===== src/rtl/core/sle_pkg.sv =====
// Package for the serial line editor: sizes, character codes, sequencer
// states and emission modes. Used by serial_line_editor_with_history_unit.
// Has no dependencies of its own.
package sle_pkg;

  localparam int unsigned LineBytes    = 32;
  localparam int unsigned HistoryDepth = 8;   // must be a power of two
  localparam int unsigned LineAw       = $clog2(LineBytes);
  localparam int unsigned HistAw       = $clog2(HistoryDepth);
  localparam int unsigned FillW        = $clog2(HistoryDepth + 1);

  localparam logic [LineAw-1:0] LineMax = LineAw'(LineBytes - 1);
  localparam logic [FillW-1:0]  FillMax = FillW'(HistoryDepth);

  localparam logic [7:0] ChEsc   = 8'h1b;
  localparam logic [7:0] ChBrack = 8'h5b;
  localparam logic [7:0] ChBs    = 8'h08;
  localparam logic [7:0] ChDel   = 8'h7f;
  localparam logic [7:0] ChCr    = 8'h0d;
  localparam logic [7:0] ChLf    = 8'h0a;
  localparam logic [7:0] ChBslash = 8'h5c;
  localparam logic [7:0] ChGt    = 8'h3e;
  localparam logic [7:0] ChSpace = 8'h20;
  localparam logic [7:0] ChK     = 8'h4b;

  // Request kinds carried on the input tuser.
  localparam logic [1:0] ReqByte    = 2'd0;
  localparam logic [1:0] ReqRead    = 2'd1;
  localparam logic [1:0] ReqRelease = 2'd2;
  localparam logic [1:0] ReqSave    = 2'd3;

  // Configuration register indexes.
  localparam logic [1:0] CfgEcho = 2'd0;
  localparam logic [1:0] CfgUp   = 2'd1;
  localparam logic [1:0] CfgDown = 2'd2;

  // Escape sequence progress.
  localparam logic [1:0] EscIdle  = 2'd0;
  localparam logic [1:0] EscSeen  = 2'd1;
  localparam logic [1:0] EscBrack = 2'd2;

  typedef enum logic [6:0] {
    S_IDLE   = 7'b0000001,
    S_DECODE = 7'b0000010,
    S_EMIT   = 7'b0000100,
    S_HFETCH = 7'b0001000,
    S_HPUT   = 7'b0010000,
    S_SFETCH = 7'b0100000,
    S_SWRITE = 7'b1000000
  } state_e;

  typedef enum logic [1:0] {
    M_NONE,
    M_ECHO,
    M_ECHO_CLR,
    M_PROMPT
  } mode_e;

  // Fixed byte k of an emission, c being the received character.
  function automatic logic [7:0] const_byte(mode_e m, logic [2:0] k, logic [7:0] c);
    logic [7:0] b;
    b = c;
    unique case (m)
      M_ECHO_CLR: begin
        unique case (k)
          3'd1:    b = ChEsc;
          3'd2:    b = ChBrack;
          3'd3:    b = ChK;
          default: b = c;
        endcase
      end
      M_PROMPT: begin
        unique case (k)
          3'd0:    b = ChCr;
          3'd1:    b = ChLf;
          3'd2:    b = ChGt;
          3'd3:    b = ChSpace;
          3'd4:    b = ChEsc;
          3'd5:    b = ChBrack;
          default: b = ChK;
        endcase
      end
      default: b = c;
    endcase
    return b;
  endfunction

endpackage


===== src/rtl/core/serial_line_editor_with_history_unit.sv =====
// Serial line editor with a recall history: line buffer, history memory and
// the byte sequencer. Depends on sle_pkg.
//
// Channel   Dir  Handshake                 Contents
// s_axis    in   s_axis_tvalid/tready      tuser: request kind; tdata: byte, index
// m_axis    out  m_axis_tvalid/tready      tdata: tx byte and status; tlast: end of run
// cfg       in   cfg_valid_i/cfg_ready_o   cfg_index_i, cfg_data_i
//
// A received byte or a request is latched in S_IDLE, decoded in S_DECODE and then
// emitted in S_EMIT. A history recall alternates S_HFETCH and S_HPUT per byte and a
// save S_SFETCH and S_SWRITE, as the history and line memories each have a single read port.
// rst_ni clears all control state; the line and history memories are not cleared.
// A stalled output holds the sequencer at its current byte.
module serial_line_editor_with_history_unit (
  input  logic        clk_i,
  input  logic        rst_ni,
  input  logic        s_axis_tvalid,
  output logic        s_axis_tready,
  input  logic [15:0] s_axis_tdata,   // [7:0] rx_byte, [12:8] read_index, rest zero
  input  logic [1:0]  s_axis_tuser,   // [1:0] req_type
  output logic        m_axis_tvalid,
  input  logic        m_axis_tready,
  output logic [23:0] m_axis_tdata,   // [7:0] tx_byte, [8] tx_valid, [16:9] read_data,
                                      // [21:17] line_length, [22] line_ready, [23] overflow
  output logic        m_axis_tlast,
  input  logic        cfg_valid_i,
  output logic        cfg_ready_o,
  input  logic [1:0]  cfg_index_i,
  input  logic [7:0]  cfg_data_i
);

  localparam int unsigned LAw = sle_pkg::LineAw;
  localparam int unsigned HAw = sle_pkg::HistAw;
  localparam int unsigned FW  = sle_pkg::FillW;

  sle_pkg::state_e state_q, state_d;
  sle_pkg::mode_e  mode_q, mode_d;

  logic           echo_q, echo_d;
  logic [7:0]     up_q, up_d, down_q, down_d;
  logic [1:0]     esc_q, esc_d;
  logic [LAw-1:0] lc_q, lc_d, rlen_q, rlen_d;
  logic           pend_q, pend_d, ovf_q, ovf_d;
  logic [HAw-1:0] head_q, head_d, cur_q, cur_d, slot_q, slot_d;
  logic           curv_q, curv_d;
  logic [FW-1:0]  fill_q, fill_d;
  logic [1:0]     req_q, req_d;
  logic [7:0]     ch_q, ch_d, rd_q, rd_d;
  logic [LAw-1:0] idx_q, idx_d, hlen_q, hlen_d, cnt_q, cnt_d;
  logic [2:0]     k_q, k_d;

  logic [LAw-1:0] hlens_q [sle_pkg::HistoryDepth];

  // Output register.
  logic           ov_q, ov_d;
  logic [23:0]    od_q, od_d;
  logic           ol_q, ol_d;

  // Memories.
  logic [7:0] line_mem [sle_pkg::LineBytes];
  logic [7:0] hist_mem [sle_pkg::HistoryDepth * sle_pkg::LineBytes];
  logic [7:0] line_rd_q, hist_rd_q;
  logic [LAw-1:0] line_raddr, line_waddr;
  logic [7:0]     line_wdata, hist_wdata;
  logic           line_we, hist_we, hlen_we;
  logic [HAw+LAw-1:0] hist_raddr, hist_waddr;

  logic           out_free, in_acc, load;
  logic [7:0]     load_byte;
  logic           load_txv, load_last;
  logic           is_del, bslash;
  logic [HAw-1:0] age;
  logic [LAw-1:0] len_sel;

  assign s_axis_tready = (state_q == sle_pkg::S_IDLE);
  assign in_acc        = s_axis_tvalid && s_axis_tready;
  assign out_free      = !ov_q || m_axis_tready;
  assign cfg_ready_o   = 1'b1;
  assign m_axis_tvalid = ov_q;
  assign m_axis_tdata  = od_q;
  assign m_axis_tlast  = ol_q;

  assign line_raddr = (state_q == sle_pkg::S_IDLE)
                      ? ((s_axis_tuser == sle_pkg::ReqRead) ? s_axis_tdata[12:8]
                                                             : lc_q - LAw'(1))
                      : cnt_q;
  assign hist_raddr = {slot_q, cnt_q};
  assign hist_waddr = {head_q, cnt_q};
  assign hist_wdata = line_rd_q;

  always_ff @(posedge clk_i) begin
    line_rd_q <= line_mem[line_raddr];
    hist_rd_q <= hist_mem[hist_raddr];
    if (line_we) begin
      line_mem[line_waddr] <= line_wdata;
    end
    if (hist_we) begin
      hist_mem[hist_waddr] <= hist_wdata;
    end
    if (hlen_we) begin
      hlens_q[head_q] <= rlen_q;
    end
  end

  assign is_del = (ch_q == sle_pkg::ChBs) || (ch_q == sle_pkg::ChDel);
  assign bslash = (lc_q != '0) && (line_rd_q == sle_pkg::ChBslash);

  always_comb begin
    state_d = state_q;
    mode_d  = mode_q;
    echo_d  = echo_q;
    up_d    = up_q;
    down_d  = down_q;
    esc_d   = esc_q;
    lc_d    = lc_q;
    rlen_d  = rlen_q;
    pend_d  = pend_q;
    ovf_d   = ovf_q;
    head_d  = head_q;
    cur_d   = cur_q;
    curv_d  = curv_q;
    slot_d  = slot_q;
    fill_d  = fill_q;
    req_d   = req_q;
    ch_d    = ch_q;
    idx_d   = idx_q;
    rd_d    = rd_q;
    hlen_d  = hlen_q;
    cnt_d   = cnt_q;
    k_d     = k_q;
    line_we    = 1'b0;
    line_waddr = lc_q;
    line_wdata = ch_q;
    hist_we    = 1'b0;
    hlen_we    = 1'b0;
    load       = 1'b0;
    load_byte  = 8'h00;
    load_txv   = 1'b0;
    load_last  = 1'b0;
    age        = cur_q;
    len_sel    = '0;

    if (cfg_valid_i) begin
      unique case (cfg_index_i)
        sle_pkg::CfgEcho: echo_d = cfg_data_i[0];
        sle_pkg::CfgUp:   up_d   = cfg_data_i;
        sle_pkg::CfgDown: down_d = cfg_data_i;
        default: ;
      endcase
    end

    unique case (state_q)
      sle_pkg::S_IDLE: begin
        if (in_acc) begin
          req_d   = s_axis_tuser;
          ch_d    = s_axis_tdata[7:0];
          idx_d   = s_axis_tdata[12:8];
          state_d = sle_pkg::S_DECODE;
        end
      end

      sle_pkg::S_DECODE: begin
        mode_d  = sle_pkg::M_NONE;
        k_d     = '0;
        cnt_d   = '0;
        rd_d    = 8'h00;
        state_d = sle_pkg::S_EMIT;
        unique case (req_q)
          sle_pkg::ReqByte: begin
            if (ch_q == sle_pkg::ChEsc) begin
              esc_d = (esc_q == sle_pkg::EscBrack) ? sle_pkg::EscBrack : sle_pkg::EscSeen;
            end else if (ch_q == sle_pkg::ChBrack && esc_q != sle_pkg::EscIdle) begin
              esc_d = sle_pkg::EscBrack;
            end else if (ch_q == up_q && esc_q == sle_pkg::EscBrack) begin
              esc_d = sle_pkg::EscIdle;
              if (curv_q ? ({1'b0, cur_q} + FW'(1) < fill_q) : (fill_q != '0)) begin
                age    = curv_q ? cur_q + HAw'(1) : '0;
                cur_d  = age;
                curv_d = 1'b1;
                mode_d = sle_pkg::M_PROMPT;
              end
            end else if (ch_q == down_q && esc_q == sle_pkg::EscBrack) begin
              esc_d = sle_pkg::EscIdle;
              if (curv_q && cur_q != '0) begin
                age    = cur_q - HAw'(1);
                cur_d  = age;
                mode_d = sle_pkg::M_PROMPT;
              end else if (curv_q) begin
                // Stepping below the newest entry clears the line.
                curv_d = 1'b0;
                mode_d = sle_pkg::M_PROMPT;
              end
            end else if (esc_q == sle_pkg::EscBrack) begin
              esc_d = sle_pkg::EscIdle;
            end else begin
              esc_d = sle_pkg::EscIdle;
              if (echo_q && !(lc_q == '0 && is_del)) begin
                mode_d = sle_pkg::M_ECHO;
              end
              if (pend_q) begin
                ovf_d = 1'b1;
              end else if (is_del) begin
                if (lc_q != '0) begin
                  lc_d = lc_q - LAw'(1);
                  if (echo_q) begin
                    mode_d = sle_pkg::M_ECHO_CLR;
                  end
                end
              end else if ((ch_q == sle_pkg::ChCr && !bslash) || lc_q == sle_pkg::LineMax) begin
                rlen_d = lc_q;
                lc_d   = '0;
                curv_d = 1'b0;
                pend_d = 1'b1;
              end else begin
                line_we = 1'b1;
                lc_d    = lc_q + LAw'(1);
              end
            end
            // A recall or a clear sets the line and, if pending, its length.
            if (mode_d == sle_pkg::M_PROMPT) begin
              slot_d  = head_q - HAw'(1) - age;
              len_sel = curv_d ? hlens_q[head_q - HAw'(1) - age] : '0;
              hlen_d  = len_sel;
              lc_d    = len_sel;
              if (pend_q) begin
                rlen_d = len_sel;
              end
            end
          end
          sle_pkg::ReqRead: begin
            if (pend_q && idx_q < rlen_q) begin
              rd_d = line_rd_q;
            end
          end
          sle_pkg::ReqRelease: begin
            pend_d = 1'b0;
            ovf_d  = 1'b0;
          end
          default: begin
            if (pend_q) begin
              if (rlen_q == '0) begin
                hlen_we = 1'b1;
                head_d  = head_q + HAw'(1);
                if (fill_q != sle_pkg::FillMax) begin
                  fill_d = fill_q + FW'(1);
                end
              end else begin
                state_d = sle_pkg::S_SFETCH;
              end
            end
          end
        endcase
      end

      sle_pkg::S_EMIT: begin
        if (out_free) begin
          load      = 1'b1;
          load_byte = sle_pkg::const_byte(mode_q, k_q, ch_q);
          load_txv  = (mode_q != sle_pkg::M_NONE);
          k_d       = k_q + 3'd1;
          unique case (mode_q)
            sle_pkg::M_ECHO_CLR: load_last = (k_q == 3'd3);
            sle_pkg::M_PROMPT:   load_last = (k_q == 3'd6) && (hlen_q == '0);
            default:             load_last = 1'b1;
          endcase
          if (load_last) begin
            state_d = sle_pkg::S_IDLE;
          end else if (mode_q == sle_pkg::M_PROMPT && k_q == 3'd6) begin
            state_d = sle_pkg::S_HFETCH;
          end
        end
      end

      sle_pkg::S_HFETCH: begin
        state_d = sle_pkg::S_HPUT;
      end

      sle_pkg::S_HPUT: begin
        if (out_free) begin
          load       = 1'b1;
          load_byte  = hist_rd_q;
          load_txv   = 1'b1;
          load_last  = (cnt_q == hlen_q - LAw'(1));
          line_we    = 1'b1;
          line_waddr = cnt_q;
          line_wdata = hist_rd_q;
          cnt_d      = cnt_q + LAw'(1);
          state_d    = load_last ? sle_pkg::S_IDLE : sle_pkg::S_HFETCH;
        end
      end

      sle_pkg::S_SFETCH: begin
        state_d = sle_pkg::S_SWRITE;
      end

      sle_pkg::S_SWRITE: begin
        hist_we = 1'b1;
        cnt_d   = cnt_q + LAw'(1);
        if (cnt_q == rlen_q - LAw'(1)) begin
          hlen_we = 1'b1;
          head_d  = head_q + HAw'(1);
          if (fill_q != sle_pkg::FillMax) begin
            fill_d = fill_q + FW'(1);
          end
          mode_d  = sle_pkg::M_NONE;
          k_d     = '0;
          state_d = sle_pkg::S_EMIT;
        end else begin
          state_d = sle_pkg::S_SFETCH;
        end
      end

      default: state_d = sle_pkg::S_IDLE;
    endcase
  end

  // Status fields show the state after the step, which is already settled
  // by the time any byte is loaded.
  always_comb begin
    ov_d = ov_q;
    od_d = od_q;
    ol_d = ol_q;
    if (m_axis_tready) begin
      ov_d = 1'b0;
    end
    if (load) begin
      ov_d = 1'b1;
      od_d = {ovf_q, pend_q, (pend_q ? rlen_q : LAw'(0)), rd_q, load_txv,
              (load_txv ? load_byte : 8'h00)};
      ol_d = load_last;
    end
  end

  always_ff @(posedge clk_i or negedge rst_ni) begin
    if (!rst_ni) begin
      state_q <= sle_pkg::S_IDLE;
      mode_q  <= sle_pkg::M_NONE;
      echo_q  <= 1'b1;
      up_q    <= 8'd65;
      down_q  <= 8'd66;
      esc_q   <= sle_pkg::EscIdle;
      lc_q    <= '0;
      rlen_q  <= '0;
      pend_q  <= 1'b0;
      ovf_q   <= 1'b0;
      head_q  <= '0;
      cur_q   <= '0;
      curv_q  <= 1'b0;
      fill_q  <= '0;
      k_q     <= '0;
      cnt_q   <= '0;
      ov_q    <= 1'b0;
    end else begin
      state_q <= state_d;
      mode_q  <= mode_d;
      echo_q  <= echo_d;
      up_q    <= up_d;
      down_q  <= down_d;
      esc_q   <= esc_d;
      lc_q    <= lc_d;
      rlen_q  <= rlen_d;
      pend_q  <= pend_d;
      ovf_q   <= ovf_d;
      head_q  <= head_d;
      cur_q   <= cur_d;
      curv_q  <= curv_d;
      fill_q  <= fill_d;
      k_q     <= k_d;
      cnt_q   <= cnt_d;
      ov_q    <= ov_d;
    end
  end

  always_ff @(posedge clk_i) begin
    req_q  <= req_d;
    ch_q   <= ch_d;
    idx_q  <= idx_d;
    rd_q   <= rd_d;
    hlen_q <= hlen_d;
    slot_q <= slot_d;
    od_q   <= od_d;
    ol_q   <= ol_d;
  end

  a_hput_in_range: assert property (@(posedge clk_i) disable iff (!rst_ni)
    (state_q == sle_pkg::S_HPUT) |-> (cnt_q < hlen_q))
    else $error("history byte index beyond recalled length");

  a_cursor_in_fill: assert property (@(posedge clk_i) disable iff (!rst_ni)
    curv_q |-> ({1'b0, cur_q} < fill_q))
    else $error("history cursor beyond filled entries");

  a_fill_bound: assert property (@(posedge clk_i) disable iff (!rst_ni)
    fill_q <= sle_pkg::FillMax)
    else $error("history fill count overrun");

  a_pending_from_decode: assert property (@(posedge clk_i) disable iff (!rst_ni)
    $rose(pend_q) |-> $past(state_q == sle_pkg::S_DECODE))
    else $error("line became pending outside decode");

endmodule

===== config.mk =====
export PLATFORM = sky130hd
export DESIGN_NAME = serial_line_editor_with_history_unit
export DESIGN_NICKNAME = d
export VERILOG_FILES = /design/src/rtl/core/sle_pkg.sv /design/src/rtl/core/serial_line_editor_with_history_unit.sv
export SDC_FILE = /design/constraint.sdc
export NUM_CORES = 2
export LEC_CHECK = 0
export BUFFER_PORTS_ARGS = -buffer_cell sky130_fd_sc_hd__buf_4
export CAP_MARGIN = 0
export CORE_MARGIN = 2
export CORE_UTILIZATION = 50
export CTS_BUF_LIST = sky130_fd_sc_hd__clkbuf_8 sky130_fd_sc_hd__clkbuf_16
export CTS_CLUSTER_DIAMETER = 150
export DETAILED_ROUTE_END_ITERATION = 8
export GPL_TIMING_DRIVEN = 0
export PLACE_DENSITY = 0.65
export SLEW_MARGIN = 30
export SYNTH_ARGS = -nofsm -noshare
export SYNTH_HDL_FRONTEND = slang
export SYNTH_SLANG_ARGS = --single-unit

===== constraint.sdc =====
create_clock -name clk_i -period 6.9 [get_ports clk_i]
set_clock_uncertainty 0.15 [all_clocks]
set_input_delay 0.69 -clock clk_i [delete_from_list [all_inputs] [get_ports clk_i]]
set_output_delay 0.69 -clock clk_i [all_outputs]
set_load 0.1 [all_outputs]

==> impl_metrics.env <==
export IMPL_outcome="finished, final reports clean"
export IMPL_start_kind="flop"
export IMPL_final_layout_size_suffix_gt1_share_pct=28.64
export IMPL_hpwl_microns=173300
export IMPL_yosysWarnings=0
export IMPL_numCtsBuffers=240
export IMPL_wl_microns=256100
export IMPL_synth_compound_area_share_pct=1.339
export IMPL_multi_input_area_sq_um=22320
export IMPL_finalMaxSlewViolations=0
export IMPL_hold_buffers=27
export IMPL_setup_viol=0
export IMPL_synth_xor_area_share_pct=0.4064
export IMPL_synth_area_sq_um=97290
export IMPL_cp_max_fo=10
export IMPL_place_gp_congestion=0.8825
export IMPL_grt_setup_unrepaired="false"
export IMPL_area_delta_synth_final_pct=14.10
export IMPL_ys_types=71
export IMPL_io_buffers=56
export IMPL_synth_edf_count=2400
export IMPL_slowest_delay_ns=0.72
export IMPL_grt_pass1_vias=47790
export IMPL_cts_root_buf="clkbuf_16"
export IMPL_clk_insertion_delay_late_ns=0.90
export IMPL_antenna_found_initial=5
export IMPL_cp_slowest_cell="nor2_1"
export IMPL_rr_startpoint="cnt_q[3]"
export IMPL_cp_arrival_ns=5.92
export IMPL_core_area_sq_um=193000
export IMPL_synth_async_reset_ratio_pct=2.423
export IMPL_hold_path_endpoint="echo_q"
export IMPL_drt_vias_per_instance=6.403
export IMPL_dieArea_sq_um=198100
export IMPL_drt_first_pass_iters=6
export IMPL_whs_path_depth=3
export IMPL_drtIter0Drc=7163
export IMPL_drc_errors=0
export IMPL_ant_nets=0
export IMPL_finish_instance_area_sq_um=111000
export IMPL_tightest_slew_ns=1.135
export IMPL_post_cts_buffers=0
export IMPL_fill_cells=13860
export IMPL_clk_pin_slew_ns=0.06
export IMPL_critPathMostFrequentCell="clkbuf_1"
export IMPL_crit_family="buffers and inverters"
export IMPL_drt_wirelength_per_cell_microns=33.78
export IMPL_ir_drop_mv=0.3003
export IMPL_route_vias_total=48540
export IMPL_register_area_sq_um=73930
export IMPL_grt_total_usage_pct=26.00
export IMPL_synth_nets=4513
export IMPL_hold_viol_final=0
export IMPL_reg2regPathDepth=9
export IMPL_fmax_mhz=179.4
export IMPL_io_pins=61
export IMPL_power_static_leakage_nw=34.27
export IMPL_yosys_area_share_simple_pct=2.827
export IMPL_crit_path_end_kind="flop"
export IMPL_whs_ns=0.04598
export IMPL_htree_levels=4
export IMPL_grt_max_degree=71
export IMPL_muxShareOfSynthArea_pct=17.85
export IMPL_synth_top_family_by_area="multiplexers"
export IMPL_postPlaceCellArea_sq_um=102600
export IMPL_r2r_end="hist_mem[220][6]"
export IMPL_grt_overflow=0
export IMPL_worstPathRequired_ns=7.24
export IMPL_synthCells=4448
export IMPL_cp_buffers_inverters=7
export IMPL_synthAdderAreaFrac_pct=0.4193
export IMPL_crit_type="flop to flop"
export IMPL_start_util_pct=50.41
export IMPL_grt_pass1_wl_microns=359800
export IMPL_cts_sinks=2476
export IMPL_syn_avg_cell_area_sq_um=21.87
export IMPL_ff2ff_setup_slack_ns=1.33
export IMPL_synth_top_flop_cell="edfxtp_1"
export IMPL_yosys_register_bits=2476
export IMPL_period_share_pct=80.80
export IMPL_yosysSeqAreaShare_pct=75.96
export IMPL_cts_buffer_depth=3
export IMPL_max_cap_violations=0
export IMPL_path_cells="clkbuf_1 -> buf_2 -> clkbuf_1 -> clkbuf_1 -> nand4_1 -> buf_6 -> clkbuf_2 -> buf_16 -> nor2_1"
export IMPL_die_h_microns=445.1
export IMPL_cts_tree="done"
export IMPL_min_period_ns=5.575
export IMPL_timing_slew_headroom_pct=24.10
export IMPL_cts_resized=0
export IMPL_power_density_nw_per_um2=371.1
export IMPL_die_w_microns=445.1
export IMPL_rows=161
export IMPL_nets=4905
export IMPL_hold_path_class="input port to flop"
export IMPL_hp_start="cfg_index_i[1]"
Yosys cell counts (7+ instances only):
cell type / instances / area [sq um]
nor3_1: 25 / 125.1
ha_1: 31 / 387.9
mux2i_1: 25 / 250.2
a221oi_1: 8 / 70.07
nor2b_1: 15 / 93.84
o21ai_0: 37 / 185.2
dfrtp_1: 54 / 1351
nor4_1: 7 / 43.79
mux4_2: 744 / 16760
dfxtp_1: 16 / 320.3
buf_2: 73 / 365.4
nand4_1: 12 / 75.07
mux2_2: 32 / 360.4
buf_1: 23 / 86.33
xnor2_1: 23 / 201.4
nor2_1: 357 / 1340
inv_1: 33 / 123.9
o221ai_1: 7 / 61.31
nand3_1: 40 / 200.2
and2_1: 21 / 131.4
nand3b_1: 7 / 52.55
a22oi_1: 19 / 142.6
buf_4: 8 / 60.06
xor2_1: 19 / 166.4
nand2b_1: 10 / 62.56
o21ai_1: 8 / 40.04
nand2_1: 93 / 349.1
a211oi_1: 11 / 82.58
o22ai_1: 10 / 62.56
clkbuf_1: 140 / 525.5
edfxtp_1: 2400 / 72070
a21oi_1: 43 / 215.2
registers in the layout (all words and copies together) (netlist names), 4 cells and up:
| signal | cells |
|---|---|
| idx_q | 5 |
| lc_q | 5 |
| hist_mem | 2048 |
| m_axis_tdata | 24 |
| rd_q | 8 |
| line_mem | 256 |
| hlens_q | 40 |
| hist_rd_q | 8 |
| up_q | 8 |
| rlen_q | 5 |
| cnt_q | 5 |
| fill_q | 4 |
| hlen_q | 5 |
| ch_q | 8 |
| state_q | 7 |
| down_q | 8 |
| hist_wdata | 8 |
placed cells by master (no fill, tap or decap), drive strengths merged, types with 12 or more instances in the layout:
master,netlist,final
ha,31,31
and2,21,21
xnor2,24,24
mux4,744,744
clkinv,1,117
nand4,12,12
xor2,19,19
nor3,26,26
nand2,94,94
edfxtp,2400,2400
dlygate4sd3,0,27
dfrtp,54,54
a21oi,47,47
a22oi,19,19
nor2,357,357
inv,33,84
buf,104,225
o21ai,45,45
bufinv,0,35
clkbuf,140,383
dfxtp,16,16
nand3,40,40
mux2i,25,25
mux2,32,32
nor2b,15,15
power breakdown:
| group | switching, W | leakage [nW] | total [W] | internal (W) |
|---|---|---|---|---|
| clock | 0.00574 | 4.12 | 0.0134 | 0.00765 |
| combinational | 0.00548 | 7.79 | 0.00895 | 0.00348 |
| sequential | 0.000321 | 22.4 | 0.0188 | 0.0185 |
| total | 0.0115 | 34.3 | 0.0412 | 0.0297 |
metal layers:
| layer | GRT usage, % | part of all wire [%] | up-vias |
|---|---|---|---|
| met3 | 5.613 | 9.6 | 426 |
| met2 | 39.60 | 47 | 2660 |
| li1 | - | - | 19450 |
| met4 | 8.394 | 3.4 | 4 |
| met5 | 0 | 0.011 | - |
| met1 | 37.94 | 40 | 26000 |
how the worst max path moves through the flow:
| stage | startpoint | to | slack (ns) | depth (start not counted) |
|---|---|---|---|---|
| 2_1_floorplan | hist_wdata[2] | line_mem[10][0] | 1.06 | 8 |
| 3_3_place_gp | hist_wdata[2] | line_mem[6][3] | -3.67 | 8 |
| 3_5_place_dp | cnt_q[1] | hist_mem[184][4] | 1.48 | 9 |
| 4_1_cts | cnt_q[1] | hist_mem[184][3] | 1.41 | 9 |
| 5_1_grt | cur_q[0] | hlen_q[1] | 1.34 | 16 |
| 6_report | cnt_q[3] | hist_mem[220][6] | 1.33 | 9 |
layout make-up:
class,count,share of cell area [%]
Multi-Input combinational cell,1694,20.10
Timing Repair Buffer,150,2.009
Inverter,34,0.1150
Tap cell,2526,2.847
Sequential cell,2476,66.60
Clock buffer,241,5.423
Antenna cell,6,0.01353
Buffer,244,1.014
Clock inverter,210,1.877
through the flow:
step	setup WS [ns]	setup TNS [ns]	cells	total power, W	util, %
finish	1.325	0	7581	0.04119	57.52
global route	1.343	0	7576	0.04238	57.51
CTS	1.414	0	7575	0.04131	57.49
detailed placement	1.479	0	7097	0.02810	53.16
global placement	-3.672	-4342.93	7030	0.02834	52.27
floorplan	1.060	0	4448	0.02477	-
worst min-delay path, cell delays in order:
cell and delay (ns):
buf_4 0.09, nor3b_1 0.04, mux2_2 0.21
cells by family after synthesis:
family,count (synthesis)
buffers and inverters,278
multiplexers,801
XOR/XNOR,43
adder cells (fa/ha/maj),32
AND/OR/NAND/NOR,621
flip-flops,2476
AO/OA/AOI/OAI,196
other,1
No activity file was read; power rests on OpenSTA's default activity.
